===== config.mk =====
export PLATFORM = sky130hd
export DESIGN_NAME = imurb_lane
export DESIGN_NICKNAME = d
export VERILOG_FILES = /design/src/imurb_pkg.sv /design/src/imurb_lane.sv
export SDC_FILE = /design/constraint.sdc
export NUM_CORES = 2
export LEC_CHECK = 0
export BUFFER_PORTS_ARGS = -buffer_cell sky130_fd_sc_hd__clkbuf_2
export CAP_MARGIN = 20
export CORE_ASPECT_RATIO = 0.6
export CORE_MARGIN = 10
export CORE_UTILIZATION = 65
export DETAILED_ROUTE_END_ITERATION = 10
export GPL_TIMING_DRIVEN = 0
export MAX_ROUTING_LAYER = met4
export PLACE_DENSITY = 0.93
export SKIP_CTS_REPAIR_TIMING = 1
export SYNTH_ARGS = -nofsm -noshare
export SYNTH_HDL_FRONTEND = slang
export SYNTH_SLANG_ARGS = --single-unit

===== constraint.sdc =====
create_clock -name clk -period 20.6 [get_ports clk]
set_clock_uncertainty 0.1 [all_clocks]
set_input_delay 1.03 -clock clk [delete_from_list [all_inputs] [get_ports clk]]
set_output_delay 1.03 -clock clk [all_outputs]
set_load 0.01 [all_outputs]

===== src/imurb_pkg.sv =====
package imurb_pkg;

	// Register indexes of the configuration port
	localparam logic [2:0] REG_ROT_MATRIX   = 3'd0;
	localparam logic [2:0] REG_LEARN_ALPHA  = 3'd1;
	localparam logic [2:0] REG_TRACK_ALPHA  = 3'd2;
	localparam logic [2:0] REG_LEARN_LIMIT  = 3'd3;
	localparam logic [2:0] REG_ACCEL_STILL  = 3'd4;
	localparam logic [2:0] REG_GYRO_STILL   = 3'd5;

	// Register reset values; the matrix reset is the identity
	localparam logic [17:0] ROT_MATRIX_RST  = 18'h10101;
	localparam logic [15:0] LEARN_ALPHA_RST = 16'd1311;
	localparam logic [15:0] TRACK_ALPHA_RST = 16'd7;
	localparam logic [15:0] LEARN_LIMIT_RST = 16'd500;
	localparam logic [31:0] ACCEL_STILL_RST = 32'd41943;
	localparam logic [31:0] GYRO_STILL_RST  = 32'd671089;

	localparam int NUM_AXES = 3;

	typedef struct packed {
		logic signed [15:0] accel_x;
		logic signed [15:0] accel_y;
		logic signed [15:0] accel_z;
		logic signed [15:0] gyro_x;
		logic signed [15:0] gyro_y;
		logic signed [15:0] gyro_z;
		logic signed [15:0] compass_x;
		logic signed [15:0] compass_y;
		logic signed [15:0] compass_z;
	} in_item_t;

	typedef struct packed {
		logic signed [15:0] accel_out_x;
		logic signed [15:0] accel_out_y;
		logic signed [15:0] accel_out_z;
		logic signed [15:0] gyro_out_x;
		logic signed [15:0] gyro_out_y;
		logic signed [15:0] gyro_out_z;
		logic signed [15:0] compass_out_x;
		logic signed [15:0] compass_out_y;
		logic signed [15:0] compass_out_z;
	} out_item_t;

	// Three 16-bit components, index 0 is x
	typedef logic [2:0][15:0] vec3_t;

	typedef struct packed {
		logic [17:0] rotation_matrix;
		logic [15:0] learn_alpha;
		logic [15:0] track_alpha;
		logic [15:0] learn_sample_limit;
		logic [31:0] accel_still_sq;
		logic [31:0] gyro_still_sq;
	} cfg_t;

	// Stage strobes from the sequencer to the lanes
	typedef struct packed {
		logic rot_en;
		logic sq_en;
		logic mul_en;
		logic upd_en;
	} lane_ctl_t;

	// Squared terms that one lane hands to the merge stage
	typedef struct packed {
		logic [32:0] dsq;
		logic [30:0] gsq;
	} lane_sq_t;

	// Stillness decision that the merge stage hands back to the lanes
	typedef struct packed {
		logic        still;
		logic [15:0] alpha;
	} bias_ctl_t;

endpackage


===== src/imurb_lane.sv =====
module imurb_lane (
	input  logic                clk,
	input  logic                arst_n,
	input  logic [5:0]          row,
	input  imurb_pkg::vec3_t    acc_vec,
	input  imurb_pkg::vec3_t    gyr_vec,
	input  imurb_pkg::vec3_t    cmp_vec,
	input  imurb_pkg::lane_ctl_t ctl,
	input  imurb_pkg::bias_ctl_t bctl,
	output imurb_pkg::lane_sq_t sq,
	output logic signed [15:0]  acc_out,
	output logic signed [15:0]  gyr_out,
	output logic signed [15:0]  cmp_out
);
	import imurb_pkg::*;

	// Dot product of one matrix row with a vector; pattern 10 counts as zero
	function automatic logic signed [15:0] rot_row(input logic [5:0] r, input vec3_t v);
		logic signed [17:0] s;
		logic [1:0]         e;
		s = '0;
		for (int c = 0; c < NUM_AXES; c++) begin
			e = r[2*c +: 2];
			if (e == 2'b01) begin
				s = s + 18'(signed'(v[c]));
			end else if (e == 2'b11) begin
				s = s - 18'(signed'(v[c]));
			end
		end
		if (s > 18'sd32767) begin
			rot_row = 16'sh7FFF;
		end else if (s < -18'sd32768) begin
			rot_row = 16'sh8000;
		end else begin
			rot_row = s[15:0];
		end
	endfunction

	logic signed [15:0] acc_s1, gyr_s1, cmp_s1;
	logic signed [15:0] prev_q;
	logic signed [31:0] bias_q;
	logic signed [49:0] prod_s3;

	logic signed [16:0] d;
	logic signed [33:0] dd;
	logic signed [31:0] gg;
	logic signed [31:0] g28;
	logic signed [32:0] diff;
	logic signed [49:0] prod_r;
	logic signed [34:0] nb;
	logic signed [32:0] bias_r;
	logic signed [17:0] go;

	// Rotate this lane's row of all three vectors
	always_ff @(posedge clk) begin
		if (ctl.rot_en) begin
			acc_s1 <= rot_row(row, acc_vec);
			gyr_s1 <= rot_row(row, gyr_vec);
			cmp_s1 <= rot_row(row, cmp_vec);
		end
	end

	// Square the accel change and the gyro component
	assign d  = 17'(prev_q) - 17'(acc_s1);
	assign dd = 34'(d) * 34'(d);
	assign gg = 32'(gyr_s1) * 32'(gyr_s1);

	always_ff @(posedge clk) begin
		if (ctl.sq_en) begin
			sq.dsq <= dd[32:0];
			sq.gsq <= gg[30:0];
		end
	end

	// Weight the distance from bias to gyro by alpha
	assign g28  = {gyr_s1, 16'h0000};
	assign diff = 33'(g28) - 33'(bias_q);

	always_ff @(posedge clk) begin
		if (ctl.mul_en) begin
			prod_s3 <= 50'(diff) * 50'(signed'({1'b0, bctl.alpha}));
		end
	end

	// Round the step, add it to the bias and clamp to 32 bits
	assign prod_r = prod_s3 + 50'sd32768;
	assign nb     = 35'(bias_q) + 35'(signed'(prod_r[49:16]));

	// Hold previous accel and bias state
	always_ff @(posedge clk or negedge arst_n) begin
		if (!arst_n) begin
			prev_q <= '0;
			bias_q <= '0;
		end else begin
			if (ctl.sq_en) begin
				prev_q <= acc_s1;
			end
			if (ctl.upd_en && bctl.still) begin
				if (nb > 35'sh07FFFFFFF) begin
					bias_q <= 32'sh7FFFFFFF;
				end else if (nb < -35'sh080000000) begin
					bias_q <= 32'sh80000000;
				end else begin
					bias_q <= nb[31:0];
				end
			end
		end
	end

	// Subtract the rounded bias from the rotated gyro and saturate
	assign bias_r = 33'(bias_q) + 33'sd32768;
	assign go     = 18'(gyr_s1) - 18'(signed'(bias_r[32:16]));

	always_comb begin
		if (go > 18'sd32767) begin
			gyr_out = 16'sh7FFF;
		end else if (go < -18'sd32768) begin
			gyr_out = 16'sh8000;
		end else begin
			gyr_out = go[15:0];
		end
	end

	assign acc_out = acc_s1;
	assign cmp_out = cmp_s1;

endmodule


======== After elaboration in Yosys (flattened, before gate mapping) ========
Index checks and enable logic that the tools add are counted.
storage, ports and cells
  input port bits ......................... 173
  output and inout port bits .............. 112
  register bits after elaboration ......... 210
operators by class
  equal/unequal tests ..................... 6
  add/subtract/negate cells ............... 21
  multipliers ............................. 3
  order comparisons ....................... 10
  reductions and logical operators ........ 1
  multiplexer cells ....................... 34
operator list
  kind                    count
  $mux 18                 27
  $add 18x16->18          6
  $sub 18x16->18          6
  $mux 16                 5
  $gt 18x16->1 const B    4
  $lt 18x16->1 const B    4
  $mux 32                 2
  $sub 1x16->17 const A   3
  $add 50x17->50 const B  1
  $mul 33x17->50          1
  $add 32x34->35          1
  $gt 35x32->1 const B    1
  $lt 35x32->1 const B    1
  $add 32x17->33 const B  1
  $mul 17x17->33          1
  $sub 32x32->33          1
  $mul 16x16->31          1
  $sub 16x17->18          1
  $sub 16x16->17          1
  $eq 2x1->1 const B      3
  $eq 2x2->1 const B      3
  $logic_and 1x1->1       1

======== Longest topological paths before layout ========
  word-level depth ........................ 14
  gate-level depth with buffers ........... 39

======== Worst setup path before layout ========
OpenSTA, ideal clock, no wires.
  path type ............................... reg2reg
  from .................................... register bias_q[0]
  to ...................................... register prod_s3[49], data pin
  period minus slack after synthesis ...... 8.551 ns
  arrival time ............................ 8.191 ns
  path slack .............................. 12.049 ns
  buffers on the path ..................... 3
  cell stages (with the launch flop) ...... 36
  path through ............................ dfrtp_1 > clkbuf_1 > clkbuf_1 > inv_1 > ha_1 > inv_1 > nor4_4 > a31o_2 > a21oi_1 > o21bai_1 > a21oi_1 > o311ai_1 > nand2_1 > o2111ai_1 > o21ai_1 > clkbuf_1 > and2_1 > fa_1 > inv_1 > fa_1 > inv_1 > fa_1 > fa_1 > fa_1 > inv_1 > fa_1 > inv_1 > ha_1 > and2_1 > a22o_1 > o21a_1 > o21ai_0 > nand2b_1 > o41ai_1 > o21bai_1 > xnor2_1
between the ends
  word-level cells in the longest chain between the ends .. 2
ends and longest elaborated chain
  what                      RTL line           source
  start: declaration        imurb_lane.sv:41   logic signed [31:0] bias_q;
  start signal: assignment  imurb_lane.sv:104  bias_q <= nb[31:0];
  $sub 32x32->33            imurb_lane.sv:77   assign diff = 33'(g28) - 33'(bias_q);
  $mul 33x17->50            imurb_lane.sv:81   prod_s3 <= 50'(diff) * 50'(signed'({1'b0, bctl.alpha}));
  end signal: assignment    imurb_lane.sv:81
  end: declaration          imurb_lane.sv:42   logic signed [49:0] prod_s3;
No other way between the ends.
A chain may end at the register's enable or synchronous reset.

======== Worst setup path in the final report ========
Ends and elaborated chain as after synthesis.

==> reports/summary.txt <==
result of the run -> complete, no violations
Final Cell Area -> 62900 sq um
nets -> 8924
final clock period utilization by the worst path -> 55.4%
worst slew margin relative to its limit -> 14.0%
area grow syn2layout -> 6.14%
initial antenna violation count -> 13
part of the Yosys area used for sequential elements -> 9.37%
top_reg_cell synth -> sky130_fd_sc_hd__edfxtp_1
critical path start-end classification -> register to register
die outline height -> 254 um
critical path startpoint category -> register
full die area -> 104000 sq um
vias per cell -> 6.15
clock tree from TritonCTS -> done
Worst Setup End Kind -> register
ratio of cells with drive above 1 in the final layout -> 6.07%
count of placed standard cells in the final layout, fillers left out -> 8412
Max clock buf depth -> 2
final setup fails -> 0
clock-pin slew on the worst setup and hold paths -> 90 ps
drt wl/cell -> 22.7 um
Worst Reg2Reg Path Length in Cells -> 37
Placed Instance Area -> 62300 sq um
Tmin final -> 11410 ps
setup TNS -> 0 ps
starting utilization of the core area -> 65.8%
post-synthesis sequential element count -> 193
Post-synth EDFFs -> 145
Post-Place Cells -> 8366
max-cap violations -> 0
share of flip-flops with an asynchronous set or reset -> 24.9%
vias in the first global route -> 52000
detailed-router iteration count before antenna repair -> 6
buffer cell driving the clock tree root -> sky130_fd_sc_hd__clkbuf_16
unrepaired setup endpoints after global routing -> no
number of DRC violations after detailed-routing iteration 0 -> 6664
die width -> 410 um
total count of max-transition violations in the final report -> 0
wire length of the first global-routing pass -> 295000 um
cell count after synthesis -> 6863
clock sink total -> 193
Rows -> 85
commonest non-fill, non-tap cells in the layout -> 1444 x sky130_fd_sc_hd__inv_1, 1013 x sky130_fd_sc_hd__fa_1, 698 x sky130_fd_sc_hd__nand2_1
DRC violation count after routing -> 0
slew of the pin with the lowest slew margin -> 1280 ps
most common cell after layout, fill and taps aside -> sky130_fd_sc_hd__inv_1
top achievable clock speed -> 87.6 MHz
global router's overall resource usage -> 37.3%
Routed Antenna Nets -> 0
worst min-delay path class -> input port to asynchronous set/reset pin
library cells used by synthesis -> 98
syn avg cell area -> 8.64 sq um
Top-Level Pins -> 285
CP max FO -> 10
post-synthesis instance area -> 59300 sq um
final weighted congestion in routability-driven placement -> 1.07
Most Frequent Cell on Critical Path -> sky130_fd_sc_hd__inv_1
total congestion overflow after global routing -> 0
biggest cell delay along the critical path -> 880 ps
pin count of the biggest net entering global routing -> 47
final hold viol count -> 0
yosys warns -> 0
hpwl dp -> 161000 um
quantity of I/O buffers inserted on ports -> 278
end-of-flow core utilization -> 69.8%
number of vias after detailed routing -> 51700
WP data required -> 20760 ps
CORE AREA -> 90100 sq um
number of buffers inserted during clock tree synthesis -> 17
clock latency of the later-clocked register in the worst-skew pair -> 560 ps
Data arrival, critical path -> 11570 ps
slowest library cell on the worst path -> sky130_fd_sc_hd__xnor2_1
final wirelength -> 191000 um
htree depth -> 4
[routing by layer]
metal,vias to the layer above,routed length [um],track usage (%)
met2,3716,79300,52.5
met5,-,0,-
met4,0,7000,12.1
met3,545,28700,12.9
met1,25100,75700,50.4
li1,22300,-,-
[stage by stage]
stage                     setup WS, ps  hold WS, ps
after floorplan                  12050          376
after global placement            9800          396
after detailed placement          9740          403
after CTS                         9700          401
after global routing              8750          431
final                             9190          397
[critical path, delay by kind of cell, from the launching register on]
kind / cells / cell delay [ps]
adders and majority gates: 8 / 3560
and+or+nand+nor: 5 / 1190
buffers and inverters: 10 / 1850
xor gates and xnor gates: 2 / 1360
DFF: 1 / 390
AOI/OAI and AO/OA: 12 / 2660
[final timing paths]
| path | start | endpoint | slack, ps |
|---|---|---|---|
| setup / recovery | bias_q[0] | prod_s3[49] | 9190 |
| hold / removal | arst_n | bias_q[1] | 400 |
| setup reg to reg | bias_q[0] | prod_s3[49] | 9190 |
| hold reg to reg | prev_q[14] | prev_q[14] | 420 |
| max in group asynchronous | arst_n | bias_q[30] | 19400 |
| min in group clk | prev_q[14] | prev_q[14] | 420 |
[synthesized netlist by cell type (42+ instances only)]
cell,number,area [sq um]
sky130_fd_sc_hd__inv_1,1443,5420
sky130_fd_sc_hd__fa_1,1013,20300
sky130_fd_sc_hd__nand2_1,698,2620
sky130_fd_sc_hd__ha_1,568,7110
sky130_fd_sc_hd__nor2_1,382,1430
sky130_fd_sc_hd__a21oi_1,323,1620
sky130_fd_sc_hd__xnor2_1,292,2560
sky130_fd_sc_hd__and2_1,282,1760
sky130_fd_sc_hd__o21ai_0,248,1240
sky130_fd_sc_hd__clkbuf_1,213,800
sky130_fd_sc_hd__edfxtp_1,145,4350
sky130_fd_sc_hd__nor3_1,91,455
sky130_fd_sc_hd__a21o_1,86,646
sky130_fd_sc_hd__xor2_1,84,736
sky130_fd_sc_hd__nand2b_1,68,425
sky130_fd_sc_hd__nor2b_1,66,413
sky130_fd_sc_hd__nand3_1,65,325
sky130_fd_sc_hd__dfrtp_1,48,1200
sky130_fd_sc_hd__mux2_2,42,473
[layout make-up]
type                       instances  area (sq um)
antenna                           11          27.5
buffer                           253           995
clock buffer                      19           464
clock inverter                    13           115
fill                            6895         27200
inverter                        1449          5440
multi-input combinational       4969         47300
sequential                       193          5560
tap                             1218          1520
timing repair buffer             287          1510
[state kept, by name (all words and copies together), names as in the netlist]
signal and count:
acc_out 16, bias_q 32, cmp_out 16, gyr_s1 16, prev_q 16, prod_s3 35
sq 62
[kinds of logic after synthesis]
logic type	share of synthesized area, %
simple gates	14.6
buf+inv	10.9
fa+ha+maj	46.2
compound gates	11.9
xor+xnor	5.61
flops	9.37
mux	1.41
other cells	0.00633
Power is not shown: default switching activity piles up to over one toggle a cycle in this logic, so the estimate is an artifact.
