## src/imurb_pkg.sv

```systemverilog
package imurb_pkg;

	// Register indexes of the configuration port
	localparam logic [2:0] REG_ROT_MATRIX   = 3'd0;
	localparam logic [2:0] REG_LEARN_ALPHA  = 3'd1;
	localparam logic [2:0] REG_TRACK_ALPHA  = 3'd2;
	localparam logic [2:0] REG_LEARN_LIMIT  = 3'd3;
	localparam logic [2:0] REG_ACCEL_STILL  = 3'd4;
	localparam logic [2:0] REG_GYRO_STILL   = 3'd5;

	// Register reset values; the matrix reset is the identity
	localparam logic [17:0] ROT_MATRIX_RST  = 18'h10101;
	localparam logic [15:0] LEARN_ALPHA_RST = 16'd1311;
	localparam logic [15:0] TRACK_ALPHA_RST = 16'd7;
	localparam logic [15:0] LEARN_LIMIT_RST = 16'd500;
	localparam logic [31:0] ACCEL_STILL_RST = 32'd41943;
	localparam logic [31:0] GYRO_STILL_RST  = 32'd671089;

	localparam int NUM_AXES = 3;

	typedef struct packed {
		logic signed [15:0] accel_x;
		logic signed [15:0] accel_y;
		logic signed [15:0] accel_z;
		logic signed [15:0] gyro_x;
		logic signed [15:0] gyro_y;
		logic signed [15:0] gyro_z;
		logic signed [15:0] compass_x;
		logic signed [15:0] compass_y;
		logic signed [15:0] compass_z;
	} in_item_t;

	typedef struct packed {
		logic signed [15:0] accel_out_x;
		logic signed [15:0] accel_out_y;
		logic signed [15:0] accel_out_z;
		logic signed [15:0] gyro_out_x;
		logic signed [15:0] gyro_out_y;
		logic signed [15:0] gyro_out_z;
		logic signed [15:0] compass_out_x;
		logic signed [15:0] compass_out_y;
		logic signed [15:0] compass_out_z;
	} out_item_t;

	// Three 16-bit components, index 0 is x
	typedef logic [2:0][15:0] vec3_t;

	typedef struct packed {
		logic [17:0] rotation_matrix;
		logic [15:0] learn_alpha;
		logic [15:0] track_alpha;
		logic [15:0] learn_sample_limit;
		logic [31:0] accel_still_sq;
		logic [31:0] gyro_still_sq;
	} cfg_t;

	// Stage strobes from the sequencer to the lanes
	typedef struct packed {
		logic rot_en;
		logic sq_en;
		logic mul_en;
		logic upd_en;
	} lane_ctl_t;

	// Squared terms that one lane hands to the merge stage
	typedef struct packed {
		logic [32:0] dsq;
		logic [30:0] gsq;
	} lane_sq_t;

	// Stillness decision that the merge stage hands back to the lanes
	typedef struct packed {
		logic        still;
		logic [15:0] alpha;
	} bias_ctl_t;

endpackage

```

## src/imurb_merge.sv

```systemverilog
module imurb_merge (
	input  logic                      clk,
	input  logic                      arst_n,
	input  logic                      mrg_en,
	input  imurb_pkg::cfg_t           cfg,
	input  imurb_pkg::lane_sq_t [2:0] sq,
	output imurb_pkg::bias_ctl_t      bctl
);
	import imurb_pkg::*;

	logic [34:0] dsq_sum;
	logic [32:0] gsq_sum;
	logic        still;
	logic [15:0] still_count_q;

	// Sum the lanes' squared terms and test both thresholds
	assign dsq_sum = 35'(sq[0].dsq) + 35'(sq[1].dsq) + 35'(sq[2].dsq);
	assign gsq_sum = 33'(sq[0].gsq) + 33'(sq[1].gsq) + 33'(sq[2].gsq);
	assign still   = (dsq_sum < 35'(cfg.accel_still_sq)) &&
	                 (gsq_sum < 33'(cfg.gyro_still_sq));

	// Pick the fast weight until the learn limit is reached
	always_ff @(posedge clk or negedge arst_n) begin
		if (!arst_n) begin
			still_count_q <= '0;
			bctl.still    <= 1'b0;
			bctl.alpha    <= '0;
		end else if (mrg_en) begin
			bctl.still <= still;
			if (still && (still_count_q < cfg.learn_sample_limit)) begin
				still_count_q <= still_count_q + 16'd1;
			end
			if (still_count_q < cfg.learn_sample_limit) begin
				bctl.alpha <= cfg.learn_alpha;
			end else begin
				bctl.alpha <= cfg.track_alpha;
			end
		end
	end

endmodule

```

## config.mk

```make
export PLATFORM = sky130hd
export DESIGN_NAME = imurb_merge
export DESIGN_NICKNAME = d
export VERILOG_FILES = /design/src/imurb_pkg.sv /design/src/imurb_merge.sv
export SDC_FILE = /design/constraint.sdc
export NUM_CORES = 1
export LEC_CHECK = 0
export ABC_AREA = 0
export BUFFER_PORTS_ARGS = -buffer_cell sky130_fd_sc_hd__buf_2
export CAP_MARGIN = 15
export CORE_AREA = 2 2 131 133
export DETAILED_ROUTE_END_ITERATION = 16
export DIE_AREA = 0 0 133 135
export PLACE_DENSITY_LB_ADDON = 0.3
export SETUP_SLACK_MARGIN = 0.15
export SLEW_MARGIN = 20
export SYNTH_ARGS = -nofsm -noshare
export SYNTH_HDL_FRONTEND = slang
export SYNTH_SLANG_ARGS = --single-unit
```

## constraint.sdc

```tcl
create_clock -name clk -period 8.4 [get_ports clk]
set_input_delay 2.1 -clock clk [delete_from_list [all_inputs] [get_ports clk]]
set_output_delay 2.1 -clock clk [all_outputs]
set_load 0.05 [all_outputs]
```

Word-level counts from Yosys, hierarchy flattened --
Cells that the tools add are included.
Storage, ports and cells: bits in registers 33, output and inout port bits 17, input bits 325
Operators by class: multiplexer cells 1, $add $sub $neg 5, reduce and logical (&&, ||, !) cells 3, $lt $le $gt $ge 3
Operators with widths (count):
- adder 34 x 33 -> 35 bit | 1
- < comparator 35 x 32 -> 1 bit | 1
- adder 33 x 33 -> 34 bit | 1
- adder 32 x 31 -> 33 bit | 1
- < comparator 33 x 32 -> 1 bit | 1
- adder 31 x 31 -> 32 bit | 1
- adder 16 x 1 -> 16 bit, second input constant | 1
- < comparator 16 bit | 1
- two-way mux 16 bit | 1
- logical AND 1 bit | 2
- AND reduction 2 bit | 1

Logic depth before layout (Yosys ltp) --
Gate-level depths: netlist of the first run.
word-level depth 6, gate-level depth with buffers 27, depth with buffers taken out 26

Worst setup path after synthesis of the first run --
Ideal clock, no wire load.
path type input to register, from in sq[1] (netlist name), to reg still_count_q[11], stages on the path 22, path slack 964 ps, data arrival time 7356 ps, cells stage by stage fa_1 -> ha_1 -> inv_1 -> fa_1 -> nor2b_1 -> o31a_1 -> o211a_1 -> a221o_1 -> o31a_1 -> o211a_1 -> o21a_1 -> o21ai_1 -> mux2_2 -> a2111oi_0 -> ha_1 -> o211ai_1 -> a21oi_1 -> or4_1 -> a2111o_1 -> buf_6 -> nor4_4 -> xnor2_1
Between the ends: word-level cells in the longest chain between the ends 6
Ends and longest elaborated chain:
- start: declaration | line imurb_merge.sv:6 | input imurb_pkg::lane_sq_t [2:0] sq,
- adder 31 x 31 -> 32 bit | line imurb_merge.sv:18 | assign gsq_sum = 33'(sq[0].gsq) + 33'(sq[1].gsq) + 33'(sq[2].gsq);
- adder 32 x 31 -> 33 bit | line imurb_merge.sv:18
- < comparator 33 x 32 -> 1 bit | line imurb_merge.sv:20 | (gsq_sum < 33'(cfg.gyro_still_sq));
- logical AND 1 bit | line imurb_merge.sv:19 | assign still = (dsq_sum < 35'(cfg.accel_still_sq)) &&
- logical AND 1 bit | line imurb_merge.sv:30 | if (still && (still_count_q < cfg.learn_sample_limit)) begin
- AND reduction 2 bit (no line)
- end signal: assignment | line imurb_merge.sv:31 | still_count_q <= still_count_q + 16'd1;
- end: declaration | line imurb_merge.sv:14 | logic [15:0] still_count_q;
Every way passes these cells. A chain may end at the register's enable or synchronous reset.

Final worst setup path of the first run --
from in sq[1] (netlist name), to reg still_count_q[10]
The elaborated chain is that of the path after synthesis.

==> impl_metrics.csv, run 1 <==
group,metric,value,unit
critical_path,start_kind,"primary input",
floorplan,die_area,17960,um2
worst_hold_path,whs_endpoint,"still_count_q[15]",
sta,fmaxAchievable,127.0,MHz
clock_tree,root_buffer,"clkbuf_16",
sta,period_minus_slack,7873,ps
logic_synthesis,synth_xor_area_frac,0.07696,
pwr,power.density,160.7,nW/um2
place,dp_hpwl,18.64,mm
finish,post-route-util,0.6044,
floorplan,die_w,133,um
drt,route.detailed.drc,0,
critical_path,slowest_delay,590,ps
global_route,track_usage,0.2248,
finish,nFillCells,1490,
clock_tree,clk_latency,280,ps
logic_synthesis,synth-seq-area-share,0.1052,
sta,maxSlewHeadroom,0.5193,
global_route,grt_pass1_vias,7462,
drt,antenna_left,0,
critical_path,crit_arrival,8070,ps
floorplan,initial_core_util,0.4786,
critical_path,crit_family,"compound AO/OA/AOI/OAI gates",
logic_synthesis,postSynthCellCount,901,
finish,final_common_cell,"buf_2",
pwr,leakage,5.376,nW
clock_tree,holdBufCountCts,0,
sta,setup_viol,0,
logic_synthesis,synth_mux_area_frac,0.02326,
clock_tree,clk_pin_slew,50,ps
clock_tree,htree_levels,2,
logic_synthesis,synth-compound-area-share,0.2172,
drt,routedWlPerCell,14.23,um
finish,synthToLayoutAreaGrowth,26.29,%
finish,final-seq-area,825.8,um2
sta,timing.setup.tns,0,ps
drt,drt-pass1-iter-count,5,
drt,via_per_inst,5.225,
critical_path,crit_type,"primary input to flip-flop",
floorplan,coreArea,16410,um2
finish,drive_above_1_share,0.2881,
global_route,grt_max_degree,35,
finish,multi_input_area,6563,um2
place,gp_congestion,0.8844,
global_route,grt_pass1_wl,33.23,mm
floorplan,die_height,135,um
worst_hold_path,holdPathStages,1,
sta,post-route-period-util,0.9372,
place,numPortBuffers,323,
critical_path,worstReg2RegStart,"still_count_q[1]",
logic_synthesis,synth_top_flop_cell,"dfrtp_1",
critical_path,worst-path-stages,23,
sta,rsz0062_at_grt,"no",
drt,drt_iter0_markers,212,
clock_tree,cts_tree,"done",
clock_tree,clockBufferDepth,2,
critical_path,slowest_stage,"or4_1",
worst_hold_path,hp-class,"flip-flop to flip-flop",
logic_synthesis,synth_top_family_by_area,"adder cells",
critical_path,required,8600,ps
floorplan,pin_count,342,
run,drv_cap,0,
logic_synthesis,yosys.area_share.simple,0.1241,
critical_path,r2r-end,"still_count_q[10]",
sta,worst_hold_slack,484.1,ps
logic_synthesis,ys_warn_count,0,
pwr,ir_worst_vdd,0.1277,mV
run_status,outcome,"completed",
logic_synthesis,syn_area_per_cell,8.715,um2
logic_synthesis,ys_ff_latch,33,
logic_synthesis,yosys.area_share.adder,0.3926,
critical_path,crit_buf_inv,3,
drt,totalWireLength,20.58,mm
critical_path,endpoint_kind,"flip-flop",
global_route,grt_antenna_before_repair,5,
logic_synthesis,synthesis.area,7853,um2
finish,nets,1752,
sta,skew,4.035,ps
logic_synthesis,synth_edf_count,0,
sta,tightest_slew,721.1,ps
drt,vias,7555,
finish,mostFrequentLayoutCells,"323 x buf_2, 140 x ha_1, 110 x inv_1",
critical_path,path_cells,"buf_2 -> fa_1 -> ha_1 -> inv_1 -> fa_1 -> nor2b_1 -> o31a_1 -> o211a_1 -> a221o_1 -> o31a_1 -> o211a_1 -> o21a_1 -> o21ai_1 -> mux2_2 -> a2111oi_1 -> ha_1 -> o211ai_1 -> a21oi_1 -> or4_1 -> a2111o_1 -> buf_4 -> nor3_1 -> xnor2_1",
floorplan,row_count,47,
critical_path,r2r_setup_slack,5370,ps
global_route,overflow,0,
critical_path,r2r_cells,12,
logic_synthesis,ys_types,63,
logic_synthesis,async_flop_share,1.000,
clock_tree,clock_sinks,33,
clock_tree,cts_buffers,5,
sta,hold_violations,0,
critical_path,crit_fanout,5,
logic_synthesis,synth_nets,1432,
sta,slew_violations,0,
worst_hold_path,min-delay-start,"still_count_q[15]",
## logic make-up (layout without fill, tap and decap cells)
logic type	Yosys count	in the layout
xor+xnor	69	69
other cells	0	4
mux	18	18
compound gates	254	254
fa+ha+maj	207	207
simple gates	195	195
flops	33	33
buf+inv	125	446
## cell usage after synthesis (all sizes together) (7+ instances only)
| cell | n | share of area |
|---|---|---|
| ha | 140 | 0.22 |
| inv | 110 | 0.053 |
| a21oi | 77 | 0.049 |
| fa | 66 | 0.17 |
| nor2 | 65 | 0.031 |
| a21o | 55 | 0.053 |
| xnor2 | 46 | 0.051 |
| nand2 | 36 | 0.017 |
| dfrtp | 33 | 0.11 |
| o21ai | 31 | 0.020 |
| xor2 | 23 | 0.026 |
| nand3 | 18 | 0.011 |
| o21a | 18 | 0.017 |
| nand4 | 17 | 0.014 |
| mux2i | 16 | 0.020 |
| clkbuf | 13 | 0.0062 |
| a211oi | 11 | 0.011 |
| and3 | 11 | 0.0088 |
| nor2b | 11 | 0.0088 |
| nor3 | 10 | 0.0076 |
| nor4 | 8 | 0.0091 |
| nand2b | 7 | 0.0056 |
| o21bai | 7 | 0.0067 |
## area by class of cell
cell class	instances	area share
antenna	4	0.001009
clock buffer	6	0.01400
clock inverter	2	0.003785
inverter	110	0.04164
multi-input combinational	743	0.6617
sequential	33	0.08327
tap	220	0.02776
timing repair buffer	328	0.1668
## power by group
group / internal (W) / total [W] / switching (W)
combinational: 0.000545 / 0.00117 / 0.000627
sequential: 0.000185 / 0.000208 / 0.0000227
clock: 0.000148 / 0.000214 / 0.0000665
total: 0.000878 / 0.00159 / 0.000716
## timing repair
| item | in CTS | in global routing |
|---|---|---|
| buffers inserted | 0 | 0 |
| hold endpoints to repair | 0 | 0 |
| setup endpoints to repair | 0 | 4 |
| resized for setup | 0 | 3 |
## per-layer routing
metal	wire length, um	track usage
met5	13	0
met4	416	0.05197
met3	1350	0.03529
met2	10380	0.4174
met1	8411	0.2731
## worst max-delay path by stage
stage | from | endpoint
6_report | sq[1] | still_count_q[10]
5_1_grt | sq[1] | still_count_q[10]
4_1_cts | sq[1] | still_count_q[10]
3_5_place_dp | sq[1] | still_count_q[10]
3_3_place_gp | sq[1] | still_count_q[10]
2_1_floorplan | sq[1] | still_count_q[11]
## per-stage QoR
step | power (W) | cells | area (um2) | setup slack [ps]
after floorplan | 0.001081 | 901 | 7853 | 963.8
after global routing | 0.001777 | 1443 | 9910 | 167.0
after global placement | 0.001356 | 1434 | 9718 | 297.1
after detailed placement | 0.001381 | 1434 | 9718 | 199.4
after CTS | 0.001605 | 1442 | 9894 | 417.1
final | 0.001594 | 1446 | 9917 | 527.2
## flip-flops by register name, summed over array words and instances, names as in the netlist
register       count
bctl              17
still_count_q     16
Note: power is estimated with default switching activity, not from simulation.
==> run 2, diff against run 1 <==
- CTS_BUF_LIST: default -> sky130_fd_sc_hd__clkbuf_4 sky130_fd_sc_hd__clkbuf_8
==> run 2 against run 1 <==
Compared with the run above:
- clock-buffer cell count unchanged
- clock skew grew 3.1 ps
- worst setup slack better by 29 ps
- via count decreased by 0.16%
- die area did not move
- sequential power about the same
- largest power group unchanged
- highest routed layer unchanged
==> impl_metrics.csv, run 2 (same netlist as run 1, synthesis figures left out) <==
group,metric,value,unit
drt,drt-pass1-iter-count,5,
sta,timing.setup.tns,0,ps
floorplan,die_height,135,um
floorplan,row_count,47,
place,numPortBuffers,323,
pwr,power.density,155.8,nW/um2
critical_path,r2r_cells,12,
critical_path,slowest_stage,"or4_1",
floorplan,initial_core_util,0.4786,
global_route,overflow,0,
clock_tree,holdBufCountCts,0,
sta,post-route-period-util,0.9338,
critical_path,crit_arrival,8060,ps
worst_hold_path,hp-class,"flip-flop to flip-flop",
drt,antenna_left,0,
worst_hold_path,whs_endpoint,"still_count_q[15]",
sta,slew_violations,0,
run_status,outcome,"completed",
drt,route.detailed.drc,0,
place,gp_congestion,0.8844,
finish,mostFrequentLayoutCells,"323 x buf_2, 140 x ha_1, 110 x inv_1",
clock_tree,clock_sinks,33,
critical_path,worst-path-stages,23,
worst_hold_path,holdPathStages,1,
clock_tree,htree_levels,2,
pwr,power_frac_comb,0.763,
finish,regMostFlops,"bctl",
clock_tree,root_buffer,"clkbuf_8",
clock_tree,clk_latency,290,ps
run,drv_cap,0,
floorplan,die_area,17960,um2
pwr,internal_power,0.0008255,W
clock_tree,clk_pin_slew,70,ps
critical_path,slowest_delay,590,ps
critical_path,r2r_setup_slack,5380,ps
critical_path,r2r-end,"still_count_q[10]",
clock_tree,cts_setup_buffers,0,
critical_path,crit_type,"primary input to flip-flop",
clock_tree,cts_tree,"done",
floorplan,coreArea,16410,um2
drt,routedWlPerCell,14.22,um
pwr,seqPwrFrac,0.135,
finish,largest_reg_flops,17,
critical_path,start_kind,"primary input",
clock_tree,cts_buffers,5,
global_route,globalRouteMet2Util,0.4180,
finish,nets,1752,
finish,final_common_cell,"buf_2",
pwr,power_switching,0.0007095,W
clock_tree,clockBufferDepth,2,
floorplan,pin_count,342,
critical_path,crit_family,"compound AO/OA/AOI/OAI gates",
drt,totalWireLength,20.54,mm
finish,drive_above_1_share,0.2872,
drt,vias,7543,
critical_path,required,8610,ps
sta,skew,7.131,ps
global_route,grt_pass1_wl,33.21,mm
critical_path,path_cells,"buf_2 -> fa_1 -> ha_1 -> inv_1 -> fa_1 -> nor2b_1 -> o31a_1 -> o211a_1 -> a221o_1 -> o31a_1 -> o211a_1 -> o21a_1 -> o21ai_1 -> mux2_2 -> a2111oi_1 -> ha_1 -> o211ai_1 -> a21oi_1 -> or4_1 -> a2111o_1 -> buf_4 -> nor3_1 -> xnor2_1",
worst_hold_path,min-delay-start,"still_count_q[15]",
sta,period_minus_slack,7844,ps
sta,maxSlewHeadroom,0.5161,
global_route,grt_antenna_before_repair,4,
pwr,pwr-share-clk,0.102,
floorplan,die_w,133,um
sta,setup_viol,0,
global_route,use_met3,0.03641,
finish,top_regs,"bctl: 17 flops, still_count_q: 16 flops",
critical_path,endpoint_kind,"flip-flop",
critical_path,crit_fanout,5,
drt,via_per_inst,5.220,
global_route,grtUsageMet1,0.2735,
critical_path,crit_buf_inv,3,
drt,drt_iter0_markers,228,
global_route,busiest_layer,"met2",
sta,worst_hold_slack,486.7,ps
place,dp_hpwl,18.64,mm
global_route,grt_pass1_vias,7456,
critical_path,worstReg2RegStart,"still_count_q[1]",
global_route,grt_max_degree,35,
pwr,swShare,0.4622,
finish,synthToLayoutAreaGrowth,25.49,%
sta,fmaxAchievable,127.5,MHz
pwr,ir_worst_vdd,0.1464,mV
pwr,leakage,5.347,nW
sta,rsz0062_at_grt,"no",
sta,tightest_slew,725.8,ps
sta,hold_violations,0,
global_route,track_usage,0.2249,
run 2: changes by cell type in the layout (fill, tap and decap cells not counted):
cell       before  now
clkbuf_16       5    0
o21bai_2        1    0
o21bai_1        6    7
diode_2         4    3
clkbuf_8        1    6
run 2: how the worst max path moves through the flow:
stage	from	endpoint	slack, ps
global placement	sq[1]	still_count_q[10]	300
finish	sq[1]	still_count_q[10]	560
detailed placement	sq[1]	still_count_q[10]	200
CTS	sq[1]	still_count_q[10]	440
global route	sq[4]	still_count_q[10]	170
floorplan	sq[1]	still_count_q[11]	960
run 2: repair_timing:
item | CTS | global route
endpoints found under the hold margin | 0 | 0
gates resized for setup | 0 | 2
setup endpoints to repair | 0 | 2
run 2: final cells by class:
| cell class | count | area, um2 |
|---|---|---|
| Fill cell | 1499 | 6553 |
| Tap cell | 220 | 275.3 |
| Clock inverter | 2 | 37.54 |
| Timing Repair Buffer | 328 | 1654 |
| Antenna cell | 3 | 7.507 |
| Clock buffer | 6 | 82.58 |
| Inverter | 110 | 412.9 |
| Multi-Input combinational cell | 743 | 6559 |
| Sequential cell | 33 | 825.8 |
run 2: through the flow:
step	instances	power, W	util	setup WS (ps)	cell area, um2
5_1_grt	1442	0.001720	0.6002	173.8	9847
3_3_place_gp	1434	0.001356	0.5923	297.1	9718
3_5_place_dp	1434	0.001381	0.5923	199.4	9718
4_1_cts	1442	0.001548	0.5996	438.7	9838
6_report	1445	0.001535	0.6006	556.0	9854
2_1_floorplan	901	0.001081	-	963.8	7853
run 2: power groups by stage:
| stage | sequential (W) | clock (W) | combinational, W |
|---|---|---|---|
| after floorplan | 0.000250 | 0 | 0.000831 |
| after global placement | 0.000209 | 0 | 0.00115 |
| after detailed placement | 0.000209 | 0 | 0.00117 |
| after CTS | 0.000208 | 0.000162 | 0.00118 |
| after global routing | 0.000211 | 0.000171 | 0.00134 |
| final | 0.000208 | 0.000157 | 0.00117 |
run 2: worst register-to-register path: stages (launching register included):
cell	delay, ps
dfrtp_1	410
ha_1	280
a21o_1	160
a21o_1	170
a21o_1	170
a21oi_1	190
o21ai_1	110
o22a_1	200
buf_4	220
a2111o_1	420
buf_4	210
nor3_1	260
xnor2_1	150
run 2: layer usage:
metal  part of all wire  routed length, um
met5            0.00063                 13
met1               0.41               8460
met2               0.51              10410
met3              0.063               1295
met4              0.017                359
==> run 3, diff against run 2 <==
- RECOVER_POWER: default -> 25
==> run 3 against run 2 <==
Compared with the run above:
- the flow now finishes with violations (max-capacitance violations, max-slew violations)
- non-clock buffer count did not move
- total power barely moved
- critical path depth did not move
- die area did not move
- worst setup slack got worse by 2.6 ps
- sequential cell count did not move
- sequential power barely moved
- highest routed layer unchanged
==> impl_metrics.csv, run 3 (same netlist as run 1, synthesis figures left out) <==
group,metric,value,unit
critical_path,required,8610,ps
sta,hold_violations,0,
finish,final_common_cell,"buf_2",
critical_path,path_cells,"buf_2 -> fa_1 -> ha_1 -> inv_1 -> fa_1 -> nor2b_1 -> o31a_1 -> o211a_1 -> a221o_1 -> o31a_1 -> o211a_1 -> o21a_1 -> o21ai_1 -> mux2_2 -> a2111oi_1 -> ha_1 -> o211ai_1 -> a21oi_1 -> or4_1 -> a2111o_1 -> buf_4 -> nor3_1 -> xnor2_1",
drt,vias,7517,
clock_tree,cts_setup_buffers,0,
sta,period_minus_slack,7847,ps
global_route,grt_pass1_vias,7456,
drt,drt_iter0_markers,210,
sta,post-route-period-util,0.9341,
drt,route.detailed.drc,0,
floorplan,coreArea,16410,um2
pwr,ir_worst_vdd,0.1463,mV
global_route,overflow,0,
sta,timing.setup.tns,0,ps
finish,drive_above_1_share,0.2864,
drt,routedWlPerCell,14.21,um
finish,largest_reg_flops,17,
sta,maxSlewHeadroom,-0.1531,
floorplan,initial_core_util,0.4786,
run_status,violations,"max-capacitance violations, max-slew violations",
place,gp_congestion,0.8844,
critical_path,crit_type,"primary input to flip-flop",
drt,drt-pass1-iter-count,4,
finish,synthToLayoutAreaGrowth,25.48,%
global_route,track_usage,0.2249,
clock_tree,clockBufferDepth,2,
finish,top_regs,"bctl: 17 flops, still_count_q: 16 flops",
drt,totalWireLength,20.54,mm
finish,regMostFlops,"bctl",
clock_tree,root_buffer,"clkbuf_8",
clock_tree,clk_latency,290,ps
drt,antenna_left,0,
sta,skew,7.267,ps
finish,mostFrequentLayoutCells,"322 x buf_2, 140 x ha_1, 110 x inv_1",
sta,slew_violations,34,
clock_tree,cts_buffers,5,
critical_path,crit_arrival,8060,ps
place,placed_area,9718,um2
critical_path,start_kind,"primary input",
finish,nets,1752,
finish,stdcell_area,9853,um2
critical_path,endpoint_kind,"flip-flop",
clock_tree,clock_sinks,33,
floorplan,row_count,47,
global_route,grt_max_degree,35,
critical_path,slowest_delay,590,ps
place,dp_hpwl,18.64,mm
global_route,grt_pass1_wl,33.21,mm
critical_path,crit_fanout,5,
run,drv_cap,1,
floorplan,die_height,135,um
critical_path,slowest_stage,"or4_1",
sta,rsz0062_at_grt,"no",
place,numPortBuffers,323,
run_status,outcome,"complete, but fails checks",
global_route,grt_antenna_before_repair,4,
floorplan,die_area,17960,um2
sta,setup_viol,0,
clock_tree,clk_pin_slew,70,ps
drt,via_per_inst,5.202,
floorplan,die_w,133,um
floorplan,pin_count,342,
pwr,power.density,155.8,nW/um2
clock_tree,cts_tree,"done",
worst_hold_path,hp-class,"flip-flop to flip-flop",
sta,tightest_slew,1730,ps
finish,nFillCells,1500,
clock_tree,htree_levels,2,
pwr,leakage,5.344,nW
sta,fmaxAchievable,127.4,MHz
[run 3: final timing paths]
kind,from,end,slack [ps],cells after the start
max,sq[1],still_count_q[10],550,23
min,still_count_q[15],still_count_q[15],490,1
max reg2reg,still_count_q[1],still_count_q[10],5380,12
min reg2reg,still_count_q[15],still_count_q[15],490,1
max in group asynchronous,arst_n,still_count_q[9],5130,1
min in group asynchronous,arst_n,bctl[13],2260,1
[run 3: cell type report]
type,count,area (um2),share of cell area
Antenna cell,3,7.507,0.0007619
Clock inverter,2,37.54,0.003810
Multi-Input combinational cell,743,6559,0.6657
Clock buffer,6,82.58,0.008381
Tap cell,220,275.3,0.02794
Timing Repair Buffer,328,1653,0.1677
Sequential cell,33,825.8,0.08381
Inverter,110,412.9,0.04190
[run 3: what timing repair did]
item	4_1_cts	5_1_grt
hold buffers	0	0
gates resized for setup	0	2
setup endpoints to repair	0	2
[run 3: critical path, delay by kind of cell]
kind            cells  cell delay, ps
fa+ha+maj           4            1220
mux                 1             350
xor+xnor            1             150
simple gates        3             920
buf+inv             3             380
compound gates     11            2930
[run 3: per-stage QoR]
| step | total power, W | utilization | worst slack (ps) | hold slack, ps | instances |
|---|---|---|---|---|---|
| after floorplan | 0.001081 | - | 963.8 | 445.5 | 901 |
| after global placement | 0.001356 | 0.5923 | 297.1 | 469.7 | 1434 |
| after detailed placement | 0.001381 | 0.5923 | 199.4 | 483.4 | 1434 |
| after CTS | 0.001548 | 0.5996 | 438.7 | 494.4 | 1442 |
| after global routing | 0.001720 | 0.6001 | 173.8 | 504.8 | 1442 |
| final | 0.001535 | 0.6005 | 553.4 | 486.7 | 1445 |
[run 3: layer usage]
layer | vias to the layer above | global-route usage | wire length (um)
met5 | - | 0 | 13
met4 | 2 | 0.04898 | 347
met3 | 26 | 0.03641 | 1255
met2 | 235 | 0.4180 | 10430
met1 | 3409 | 0.2735 | 8489
li1 | 3845 | - | -
[run 3: power by group]
part | switching [W] | leakage (nW) | internal, W | total, W
Sequential | 0.0000226 | 0.391 | 0.000185 | 0.000208
Combinational | 0.000627 | 4.90 | 0.000544 | 0.00117
Clock | 0.0000600 | 0.0574 | 0.0000964 | 0.000156
Total | 0.000709 | 5.34 | 0.000825 | 0.00153
